### config.mk
export PLATFORM = sky130hd
export DESIGN_NAME = joystick_axis_conditioner
export DESIGN_NICKNAME = d
export VERILOG_FILES = /design/src/hdl/jac_pkg.sv /design/src/hdl/joystick_axis_conditioner.sv /design/src/hdl/jac_tap_cell.sv /design/src/hdl/jac_cdiv.sv
export SDC_FILE = /design/constraint.sdc
export NUM_CORES = 2
export LEC_CHECK = 0
export BUFFER_PORTS_ARGS = -buffer_cell sky130_fd_sc_hd__buf_2
export CORE_MARGIN = 2
export CORE_UTILIZATION = 60
export CTS_CLUSTER_SIZE = 24
export DETAILED_ROUTE_END_ITERATION = 7
export PLACE_DENSITY = 0.77
export SLEW_MARGIN = 30
export SYNTH_ARGS = -nofsm -noshare
export SYNTH_HDL_FRONTEND = slang
export SYNTH_SLANG_ARGS = --single-unit
### constraint.sdc
create_clock -name clk -period 6.7 [get_ports clk]
set_input_delay 0.67 -clock clk [delete_from_list [all_inputs] [get_ports clk]]
set_output_delay 0.67 -clock clk [all_outputs]
set_load 0.02 [all_outputs]
### src/hdl/jac_pkg.sv
// Shared types and constants for the joystick axis conditioner.
`default_nettype none

package jac_pkg;

    // Configuration port geometry.
    localparam int CFG_IDX_BITS  = 2;
    localparam int CFG_DATA_BITS = 12;

    // Result field widths.
    localparam int OUT_BITS = 12;
    localparam int OFS_BITS = 13;

    // Register reset values.
    localparam logic [CFG_DATA_BITS-1:0] HYST_RESET     = 12'd20;
    localparam logic [CFG_DATA_BITS-1:0] DEADZONE_RESET = 12'd200;

    // Configuration register indexes.
    typedef enum logic [CFG_IDX_BITS-1:0] {
        REG_HYSTERESIS = 2'd0,
        REG_DEADZONE   = 2'd1,
        REG_NARROW     = 2'd2
    } cfg_reg_t;

    // Control for the row of tap cells.
    typedef struct packed {
        logic shift;
        logic load_all;
    } cell_ctrl_t;

    // Stage enables for the constant divider.
    typedef struct packed {
        logic load_a;
        logic load_b;
    } div_en_t;

    // Per-item flags that travel with the data through the pipeline.
    typedef struct packed {
        logic calib;
        logic last;
        logic pressed;
    } tag_t;

endpackage

`default_nettype wire

### src/hdl/joystick_axis_conditioner.sv
// Top level: tap-cell filter, calibration, hysteresis hold and activity flag.
//
//  Channel   Direction  Handshake            Payload
//  in        into block in_valid / in_stall  sample_x, sample_y, button_level
//  out       from block out_valid / out_stall filtered_x/y, held_offset_x/y,
//                                            active, calibrated
//  cfg       into block cfg_valid / cfg_ready cfg_index, cfg_data
//
// One item is taken per cycle while in_stall is low; each result passes through
// stages 0 to 5 and is presented from the stage 5 output register.
// The throughput is set by the hysteresis hold loop in the last stage.
// After the CAL_SAMPLES-th input transfer, input stalls once, until the last
// calibration item has loaded stage 4 and the center has passed its divider.
// Reset clears all control state and the center, and sets the register values to their reset values.
// A stall at the output backs up stage by stage; bubbles are squeezed out.
`default_nettype none

module joystick_axis_conditioner #(
    parameter int FILTER_TAPS = 4,
    parameter int CAL_SAMPLES = 20,
    parameter int SAMPLE_BITS = 12
) (
    input  logic                                 clk,
    input  logic                                 rst_n,
    input  logic                                 in_valid,
    output logic                                 in_stall,
    input  logic [SAMPLE_BITS-1:0]               sample_x,
    input  logic [SAMPLE_BITS-1:0]               sample_y,
    input  logic                                 button_level,
    output logic                                 out_valid,
    input  logic                                 out_stall,
    output logic [jac_pkg::OUT_BITS-1:0]         filtered_x,
    output logic [jac_pkg::OUT_BITS-1:0]         filtered_y,
    output logic signed [jac_pkg::OFS_BITS-1:0]  held_offset_x,
    output logic signed [jac_pkg::OFS_BITS-1:0]  held_offset_y,
    output logic                                 active,
    output logic                                 calibrated,
    input  logic                                 cfg_valid,
    output logic                                 cfg_ready,
    input  logic [jac_pkg::CFG_IDX_BITS-1:0]     cfg_index,
    input  logic [jac_pkg::CFG_DATA_BITS-1:0]    cfg_data
);
    import jac_pkg::*;

    localparam int SB    = SAMPLE_BITS;
    localparam int AW    = SB + $clog2(FILTER_TAPS);
    localparam int CSW   = SB + $clog2(CAL_SAMPLES);
    localparam int CW    = $clog2(CAL_SAMPLES + 1);
    localparam int OW    = SB + 1;
    localparam int CMPW  = (OW + 1 > CFG_DATA_BITS) ? OW + 1 : CFG_DATA_BITS;
    localparam int NSHIFT = SB - 8;
    localparam logic [CW-1:0] CAL_FULL = CW'(CAL_SAMPLES);
    localparam logic [CW-1:0] CAL_LAST = CW'(CAL_SAMPLES - 1);

    // Configuration registers.
    logic [CFG_DATA_BITS-1:0] hyst_reg;
    logic [CFG_DATA_BITS-1:0] dz_reg;
    logic                     narrow_reg;

    assign cfg_ready = 1'b1;

    always_ff @(posedge clk or negedge rst_n)
    begin
        if (!rst_n)
        begin
            hyst_reg   <= HYST_RESET;
            dz_reg     <= DEADZONE_RESET;
            narrow_reg <= 1'b0;
        end
        else if (cfg_valid && cfg_ready)
        begin
            case (cfg_reg_t'(cfg_index))
                REG_HYSTERESIS: hyst_reg   <= cfg_data;
                REG_DEADZONE:   dz_reg     <= cfg_data;
                REG_NARROW:     narrow_reg <= cfg_data[0];
                default:        ;
            endcase
        end
    end

    // Stage valids and enables; a stage loads when empty or when it drains.
    logic v0_reg, v1_reg, v2_reg, v3_reg, v4_reg, v5_reg;
    logic en0, en1, en2, en3, en4, en5;
    logic accept;
    logic cal_wait;

    assign en5 = !v5_reg || !out_stall;
    assign en4 = !v4_reg || en5;
    assign en3 = !v3_reg || en4;
    assign en2 = !v2_reg || en3;
    assign en1 = !v1_reg || en2;
    assign en0 = !v0_reg || en1;

    assign in_stall  = !en0 || cal_wait;
    assign accept    = in_valid && !in_stall;
    assign out_valid = v5_reg;

    always_ff @(posedge clk or negedge rst_n)
    begin
        if (!rst_n)
        begin
            v0_reg <= 1'b0;
            v1_reg <= 1'b0;
            v2_reg <= 1'b0;
            v3_reg <= 1'b0;
            v4_reg <= 1'b0;
            v5_reg <= 1'b0;
        end
        else
        begin
            if (en0) v0_reg <= accept;
            if (en1) v1_reg <= v0_reg;
            if (en2) v2_reg <= v1_reg;
            if (en3) v3_reg <= v2_reg;
            if (en4) v4_reg <= v3_reg;
            if (en5) v5_reg <= v4_reg;
        end
    end

    // Input-side calibration count and prefill flag.
    logic [CW-1:0] in_cnt_reg;
    logic          ring_primed_reg;
    logic          center_ready_reg;

    assign cal_wait = (in_cnt_reg == CAL_FULL) && !center_ready_reg;

    always_ff @(posedge clk or negedge rst_n)
    begin
        if (!rst_n)
        begin
            in_cnt_reg      <= '0;
            ring_primed_reg <= 1'b0;
        end
        else if (accept)
        begin
            ring_primed_reg <= 1'b1;
            if (in_cnt_reg != CAL_FULL)
            begin
                in_cnt_reg <= in_cnt_reg + CW'(1);
            end
        end
    end

    // Stage 0: row of tap cells, shared by both axes.
    cell_ctrl_t   cell_ctrl;
    logic [SB-1:0] tap_x [FILTER_TAPS];
    logic [SB-1:0] tap_y [FILTER_TAPS];
    tag_t          tag0_reg, tag1_reg, tag2_reg, tag3_reg, tag4_reg;

    assign cell_ctrl.shift    = accept;
    assign cell_ctrl.load_all = !ring_primed_reg;

    for (genvar g = 0; g < FILTER_TAPS; g++)
    begin : g_cell
        logic [SB-1:0] prev_x;
        logic [SB-1:0] prev_y;

        if (g == 0)
        begin : g_head
            assign prev_x = sample_x;
            assign prev_y = sample_y;
        end
        else
        begin : g_body
            assign prev_x = tap_x[g-1];
            assign prev_y = tap_y[g-1];
        end

        jac_tap_cell #(
            .W (SB)
        ) u_cell (
            .clk      (clk),
            .ctrl     (cell_ctrl),
            .sample_x (sample_x),
            .sample_y (sample_y),
            .prev_x   (prev_x),
            .prev_y   (prev_y),
            .tap_x    (tap_x[g]),
            .tap_y    (tap_y[g])
        );
    end

    always_ff @(posedge clk)
    begin
        if (accept)
        begin
            tag0_reg.calib   <= (in_cnt_reg != CAL_FULL);
            tag0_reg.last    <= (in_cnt_reg == CAL_LAST);
            tag0_reg.pressed <= !button_level;
        end
    end

    // Stage 1: sum over the taps.
    logic [AW-1:0] sum_x, sum_y;
    logic [AW-1:0] sum_x_reg, sum_y_reg;

    always_comb
    begin
        sum_x = '0;
        sum_y = '0;
        for (int i = 0; i < FILTER_TAPS; i++)
        begin
            sum_x = sum_x + AW'(tap_x[i]);
            sum_y = sum_y + AW'(tap_y[i]);
        end
    end

    always_ff @(posedge clk)
    begin
        if (en1 && v0_reg)
        begin
            sum_x_reg <= sum_x;
            sum_y_reg <= sum_y;
            tag1_reg  <= tag0_reg;
        end
    end

    // Stages 2 and 3: average by dividing the sum by the tap count.
    div_en_t       avg_en;
    logic [SB-1:0] fx, fy;

    assign avg_en.load_a = en2;
    assign avg_en.load_b = en3;

    jac_cdiv #(
        .NW      (AW),
        .QW      (SB),
        .DIVISOR (FILTER_TAPS)
    ) u_avg_x (
        .clk      (clk),
        .en       (avg_en),
        .dividend (sum_x_reg),
        .quotient (fx)
    );

    jac_cdiv #(
        .NW      (AW),
        .QW      (SB),
        .DIVISOR (FILTER_TAPS)
    ) u_avg_y (
        .clk      (clk),
        .en       (avg_en),
        .dividend (sum_y_reg),
        .quotient (fy)
    );

    always_ff @(posedge clk)
    begin
        if (en2 && v1_reg) tag2_reg <= tag1_reg;
        if (en3 && v2_reg) tag3_reg <= tag2_reg;
    end

    // Stage 4: calibration sums, offsets from center, deadzone test on offsets.
    logic                 load4;
    logic [CSW-1:0]       cal_sum_x_reg, cal_sum_y_reg;
    logic [SB-1:0]        center_x_reg, center_y_reg;
    logic [SB-1:0]        f4_x_reg, f4_y_reg;
    logic signed [OW-1:0] off_x, off_y;
    logic [OW-1:0]        aoff_x, aoff_y;
    logic signed [OW-1:0] off4_x_reg, off4_y_reg;
    logic                 dzo4_x_reg, dzo4_y_reg;

    assign load4 = en4 && v3_reg;

    always_comb
    begin
        off_x  = $signed({1'b0, fx}) - $signed({1'b0, center_x_reg});
        off_y  = $signed({1'b0, fy}) - $signed({1'b0, center_y_reg});
        aoff_x = off_x[OW-1] ? OW'(-off_x) : OW'(off_x);
        aoff_y = off_y[OW-1] ? OW'(-off_y) : OW'(off_y);
    end

    always_ff @(posedge clk)
    begin
        if (load4)
        begin
            f4_x_reg   <= fx;
            f4_y_reg   <= fy;
            off4_x_reg <= off_x;
            off4_y_reg <= off_y;
            dzo4_x_reg <= CMPW'(aoff_x) > CMPW'(dz_reg);
            dzo4_y_reg <= CMPW'(aoff_y) > CMPW'(dz_reg);
            tag4_reg   <= tag3_reg;
        end
    end

    always_ff @(posedge clk or negedge rst_n)
    begin
        if (!rst_n)
        begin
            cal_sum_x_reg <= '0;
            cal_sum_y_reg <= '0;
        end
        else if (load4 && tag3_reg.calib)
        begin
            cal_sum_x_reg <= cal_sum_x_reg + CSW'(fx);
            cal_sum_y_reg <= cal_sum_y_reg + CSW'(fy);
        end
    end

    // Center divider runs freely; a short valid chain marks its result.
    logic          cv0_reg, cv1_reg, cv2_reg;
    div_en_t       ctr_en;
    logic [SB-1:0] ctr_x, ctr_y;

    assign ctr_en.load_a = 1'b1;
    assign ctr_en.load_b = 1'b1;

    jac_cdiv #(
        .NW      (CSW),
        .QW      (SB),
        .DIVISOR (CAL_SAMPLES)
    ) u_ctr_x (
        .clk      (clk),
        .en       (ctr_en),
        .dividend (cal_sum_x_reg),
        .quotient (ctr_x)
    );

    jac_cdiv #(
        .NW      (CSW),
        .QW      (SB),
        .DIVISOR (CAL_SAMPLES)
    ) u_ctr_y (
        .clk      (clk),
        .en       (ctr_en),
        .dividend (cal_sum_y_reg),
        .quotient (ctr_y)
    );

    always_ff @(posedge clk or negedge rst_n)
    begin
        if (!rst_n)
        begin
            cv0_reg          <= 1'b0;
            cv1_reg          <= 1'b0;
            cv2_reg          <= 1'b0;
            center_ready_reg <= 1'b0;
            center_x_reg     <= '0;
            center_y_reg     <= '0;
        end
        else
        begin
            cv0_reg <= load4 && tag3_reg.last;
            cv1_reg <= cv0_reg;
            cv2_reg <= cv1_reg;
            if (cv2_reg)
            begin
                center_x_reg     <= ctr_x;
                center_y_reg     <= ctr_y;
                center_ready_reg <= 1'b1;
            end
        end
    end

    // Stage 5: hysteresis hold, activity and the output register.
    logic                 load5;
    logic                 hold_primed_reg;
    logic signed [OW-1:0] held_x_reg, held_y_reg;
    logic signed [OW-1:0] held_x_next, held_y_next;
    logic signed [OW:0]   dif_x, dif_y;
    logic [OW:0]          adif_x, adif_y;
    logic [OW-1:0]        aheld_x, aheld_y;
    logic                 over_x, over_y;
    logic                 move_x, move_y;
    logic [SB-1:0]        ox, oy;

    assign load5 = en5 && v4_reg;

    always_comb
    begin
        dif_x   = $signed({off4_x_reg[OW-1], off4_x_reg})
                - $signed({held_x_reg[OW-1], held_x_reg});
        dif_y   = $signed({off4_y_reg[OW-1], off4_y_reg})
                - $signed({held_y_reg[OW-1], held_y_reg});
        adif_x  = dif_x[OW] ? (OW+1)'(-dif_x) : (OW+1)'(dif_x);
        adif_y  = dif_y[OW] ? (OW+1)'(-dif_y) : (OW+1)'(dif_y);
        aheld_x = held_x_reg[OW-1] ? OW'(-held_x_reg) : OW'(held_x_reg);
        aheld_y = held_y_reg[OW-1] ? OW'(-held_y_reg) : OW'(held_y_reg);

        // The first calibrated item takes the offsets directly.
        move_x = !hold_primed_reg || (CMPW'(adif_x) > CMPW'(hyst_reg));
        move_y = !hold_primed_reg || (CMPW'(adif_y) > CMPW'(hyst_reg));

        held_x_next = move_x ? off4_x_reg : held_x_reg;
        held_y_next = move_y ? off4_y_reg : held_y_reg;
        over_x      = move_x ? dzo4_x_reg : (CMPW'(aheld_x) > CMPW'(dz_reg));
        over_y      = move_y ? dzo4_y_reg : (CMPW'(aheld_y) > CMPW'(dz_reg));

        ox = narrow_reg ? (f4_x_reg >> NSHIFT) : f4_x_reg;
        oy = narrow_reg ? (f4_y_reg >> NSHIFT) : f4_y_reg;
    end

    always_ff @(posedge clk or negedge rst_n)
    begin
        if (!rst_n)
        begin
            hold_primed_reg <= 1'b0;
            held_x_reg      <= '0;
            held_y_reg      <= '0;
        end
        else if (load5 && !tag4_reg.calib)
        begin
            hold_primed_reg <= 1'b1;
            held_x_reg      <= held_x_next;
            held_y_reg      <= held_y_next;
        end
    end

    logic [OUT_BITS-1:0]        filtered_x_reg, filtered_y_reg;
    logic signed [OFS_BITS-1:0] held_offset_x_reg, held_offset_y_reg;
    logic                       active_reg, calibrated_reg;

    always_ff @(posedge clk)
    begin
        if (load5)
        begin
            filtered_x_reg <= OUT_BITS'(ox);
            filtered_y_reg <= OUT_BITS'(oy);
            if (tag4_reg.calib)
            begin
                held_offset_x_reg <= '0;
                held_offset_y_reg <= '0;
                active_reg        <= 1'b0;
                calibrated_reg    <= 1'b0;
            end
            else
            begin
                held_offset_x_reg <= OFS_BITS'(held_x_next);
                held_offset_y_reg <= OFS_BITS'(held_y_next);
                active_reg        <= over_x || over_y || tag4_reg.pressed;
                calibrated_reg    <= 1'b1;
            end
        end
    end

    assign filtered_x    = filtered_x_reg;
    assign filtered_y    = filtered_y_reg;
    assign held_offset_x = held_offset_x_reg;
    assign held_offset_y = held_offset_y_reg;
    assign active        = active_reg;
    assign calibrated    = calibrated_reg;

    // A calibrated result can only come after the center is fixed.
    a_cal_after_center: assert property (@(posedge clk) disable iff (!rst_n)
        out_valid && calibrated |-> center_ready_reg)
        else $error("calibrated result before center was fixed");

    // Results taken during calibration carry no offsets and no activity.
    a_cal_quiet: assert property (@(posedge clk) disable iff (!rst_n)
        out_valid && !calibrated |->
            held_offset_x == '0 && held_offset_y == '0 && !active)
        else $error("calibrating result carries offsets or activity");

    // Once fixed, the center stays valid until reset.
    a_center_sticky: assert property (@(posedge clk) disable iff (!rst_n)
        center_ready_reg |=> center_ready_reg)
        else $error("center ready flag dropped");

    // No input transfer after the last calibration sample until the center is fixed.
    a_wait_blocks: assert property (@(posedge clk) disable iff (!rst_n)
        (in_cnt_reg == CAL_FULL) && !center_ready_reg |-> !accept)
        else $error("input transfer while center pending");

endmodule

`default_nettype wire

### src/hdl/jac_tap_cell.sv
// One filter tap cell holding an X and a Y sample.
`default_nettype none

module jac_tap_cell #(
    parameter int W = 12
) (
    input  logic                 clk,
    input  jac_pkg::cell_ctrl_t  ctrl,
    input  logic [W-1:0]         sample_x,
    input  logic [W-1:0]         sample_y,
    input  logic [W-1:0]         prev_x,
    input  logic [W-1:0]         prev_y,
    output logic [W-1:0]         tap_x,
    output logic [W-1:0]         tap_y
);
    import jac_pkg::*;

    logic [W-1:0] tap_x_reg;
    logic [W-1:0] tap_y_reg;
    logic [W-1:0] tap_x_next;
    logic [W-1:0] tap_y_next;

    // The first sample fills every tap; later ones move one cell along.
    always_comb
    begin
        tap_x_next = ctrl.load_all ? sample_x : prev_x;
        tap_y_next = ctrl.load_all ? sample_y : prev_y;
    end

    always_ff @(posedge clk)
    begin
        if (ctrl.shift)
        begin
            tap_x_reg <= tap_x_next;
            tap_y_reg <= tap_y_next;
        end
    end

    assign tap_x = tap_x_reg;
    assign tap_y = tap_y_reg;

endmodule

`default_nettype wire

### src/hdl/jac_cdiv.sv
// Two-stage divider by a constant using a reciprocal product and one correction.
`default_nettype none

module jac_cdiv #(
    parameter int NW      = 14,
    parameter int QW      = 12,
    parameter int DIVISOR = 4
) (
    input  logic              clk,
    input  jac_pkg::div_en_t  en,
    input  logic [NW-1:0]     dividend,
    output logic [QW-1:0]     quotient
);
    import jac_pkg::*;

    localparam logic [NW:0]   RECIP = (NW+1)'((2**NW) / DIVISOR);
    localparam logic [NW-1:0] DIV_C = NW'(DIVISOR);

    logic [NW-1:0]   num_reg;
    logic [2*NW:0]   prod_reg;
    logic [2*NW:0]   prod_next;
    logic [NW-1:0]   q_est;
    logic [2*NW-1:0] q_times_d;
    logic [NW-1:0]   rem;
    logic [NW-1:0]   q_fix;
    logic [QW-1:0]   quotient_reg;

    // Stage a: product with the truncated reciprocal.
    assign prod_next = (2*NW+1)'(dividend) * (2*NW+1)'(RECIP);

    always_ff @(posedge clk)
    begin
        if (en.load_a)
        begin
            num_reg  <= dividend;
            prod_reg <= prod_next;
        end
    end

    // Stage b: the estimate is at most one low, so one compare fixes it.
    always_comb
    begin
        q_est     = prod_reg[2*NW-1:NW];
        q_times_d = (2*NW)'(q_est) * (2*NW)'(DIV_C);
        rem       = num_reg - q_times_d[NW-1:0];
        q_fix     = (rem >= DIV_C) ? q_est + NW'(1) : q_est;
    end

    always_ff @(posedge clk)
    begin
        if (en.load_b)
        begin
            quotient_reg <= QW'(q_fix);
        end
    end

    assign quotient = quotient_reg;

endmodule

`default_nettype wire

==> results.json <==
{
  "outcome": "completed",
  "use_met2_pct": 44.4,
  "start_util_pct": 60.7,
  "dr.first_iter.drc_count": 1468,
  "syn-instance-count": 3156,
  "numCtsBuffers": 51,
  "dr.pass1.iters": 5,
  "groute.layer.met1.usage_pct": 35.6,
  "cts.repair.resized": 0,
  "slew_violations": 0,
  "clock_sinks": 492,
  "path_max_fanout": 7,
  "dp_hpwl_um": 59300,
  "first_global_vias": 24100,
  "grt.total_usage_pct": 26.3,
  "maxCapViolations": 0,
  "fmax_mhz": 170,
  "die-area_sq_mm": 0.0591,
  "routed-via-count": 23400,
  "place_area_sq_mm": 0.0356,
  "hold_class": "input pin to async pin",
  "grt_max_degree": 98,
  "top_usage_layer": "met2",
  "synth_cell_type_count": 94,
  "fin_skew_ns": 0.0215,
  "stdcell_count": 4064,
  "post_cts_buffers": 0,
  "final_antenna_net_count": 0,
  "avgViaCountPerCell": 5.76,
  "postSynth.asyncResetShare_pct": 25.6,
  "fp.dieH_um": 243,
  "grt_overflow": 0,
  "coreArea_sq_mm": 0.0565,
  "nNetsFinal": 3953,
  "critPathRequiredTime_ns": 7.21,
  "relSlewSlack_pct": 36.2,
  "min_period_ns": 5.88,
  "setup_tns_ns": 0,
  "antenna_found_initial": 1,
  "synth.net_count": 3843,
  "final_cell_mix": "ha_1, inv_1, nand2_1",
  "synth-main-ff-cell": "edfxtp_1",
  "io_buffers": 97,
  "fill_cells": 4210,
  "die_w_um": 243,
  "syn_area_sq_mm": 0.0343,
  "synth_seq_cells": 492,
  "clkTransAtPathRegs_ns": 0.06,
  "yosys_warnings": 0,
  "drive_gt1_share_pct": 8.59,
  "area_growth_pct": 8.86,
  "ioPinCount": 99,
  "routed_wl_um": 76900,
  "clk-insertion-delay-late_ns": 0.59,
  "diodes": 0,
  "critPathLaunchType": "flop",
  "final_area_sq_mm": 0.0373,
  "rsz0062_at_grt": "false",
  "tightest_slew_ns": 0.957,
  "grt_pass1_wl_um": 125000,
  "synth.yosys.seq_area_share_pct": 38.9,
  "finalCritPeriodShare_pct": 87.7,
  "fin_util_pct": 66.1,
  "critPathKind": "flop to flop",
  "cp-end-kind": "flop",
  "final_hold_viol_count": 0,
  "drc": 0,
  "cts_buffer_depth": 3,
  "hold_buffers": 0,
  "avgSynthCellArea_sq_um": 10.9,
  "place_inst": 3969,
  "rows": 87,
  "htree_levels": 2,
  "avgRoutedWirePerCell_um": 18.9,
  "cts_root_buf": "clkbuf_16",
  "synth-edff-count": 286,
  "final_common_cell": "ha_1",
  "gr-usage-met3_pct": 3.36,
  "critPathArrivalTime_ns": 6.39,
  "setup_violations": 0,
  "cts_tree": "done",
  "place.gp.congestion": 0.925
}
[cell type report]
cell class | instances | area [sq um] | share of cell area (%)
multi-input cells | 2250 | 19400 | 51.9
flip-flops and latches | 492 | 13400 | 35.8
repair buffers | 108 | 574 | 1.54
well taps | 756 | 946 | 2.53
inverters | 363 | 1370 | 3.66
clock buffers | 72 | 1450 | 3.88
clock inverters | 23 | 273 | 0.730
[metrics by stage]
stage / hold WS [ns] / worst slack (ns)
4_1_cts: 0.203 / 0.905
6_report: 0.179 / 0.823
3_3_place_gp: 0.333 / 1.20
2_1_floorplan: 0.331 / 1.61
3_5_place_dp: 0.346 / 0.959
5_1_grt: 0.239 / 0.389
[routing by layer]
| metal | vias up | wire (um) |
|---|---|---|
| li1 | 11200 | - |
| met1 | 11400 | 33700 |
| met2 | 655 | 36800 |
| met3 | 150 | 4180 |
| met4 | 2 | 2160 |
| met5 | - | 14 |
[worst paths after layout]
path                                            from                        end  slack (ns)  cells past startpoint
worst max-delay path            u_ctr_y.prod_reg[20]        u_ctr_y.quotient[6]        0.82                     24
worst min-delay path                           rst_n                hyst_reg[8]        0.18                      1
worst max register to register  u_ctr_y.prod_reg[20]        u_ctr_y.quotient[6]        0.82                     24
worst min register to register               cv1_reg                    cv2_reg        0.36                      0
max in group asynchronous                      rst_n            ring_primed_reg        5.04                      2
min in group clk                         sample_y[7]  g_cell[0].u_cell.tap_y[7]        0.27                      1
[cells by family (layout without fill, tap and decap cells)]
logic type	Yosys count	count (layout)	share of synthesized area (%)
compound gates	509	509	9.55
fa+ha+maj	643	643	27.4
mux	96	96	3.14
simple gates	788	788	10.9
buf+inv	414	566	4.62
xor+xnor	213	213	5.44
other cells	1	1	0.0109
flops	492	492	38.9
[Yosys cell counts (73+ instances only)]
master    count  area, sq um
o21ai_0     165          826
nor2_1      164          616
xnor2_1     140         1230
fa_1        182         3640
xor2_1       73          639
inv_1       363         1360
edfxtp_1    286         8590
a21oi_1     107          536
nand2_1     304         1140
ha_1        461         5770
dfxtp_1      80         1600
dfrtp_1     121         3030
[worst max-delay path, cell delays in order (launching register included)]
cell       delay, ns
dfxtp_1         0.43
ha_1            0.28
ha_1            0.23
inv_1           0.08
fa_1            0.21
nor2b_1         0.07
o21ai_0         0.15
nand2_1         0.10
a21o_1          0.18
a21o_1          0.19
a21o_1          0.18
a21o_1          0.19
a21o_1          0.18
a21oi_1         0.17
xor2_1          0.19
ha_1            0.31
nand3b_1        0.10
o21ai_0         0.07
or4_1           0.48
or3_1           0.37
a2111oi_0       0.47
o2111ai_1       0.48
and2_0          0.41
nand4_1         0.16
xnor2_1         0.13
Power is left out: the tool's default activity adds up to more than one toggle a clock period on the data nets, which glitch-free logic cannot reach.
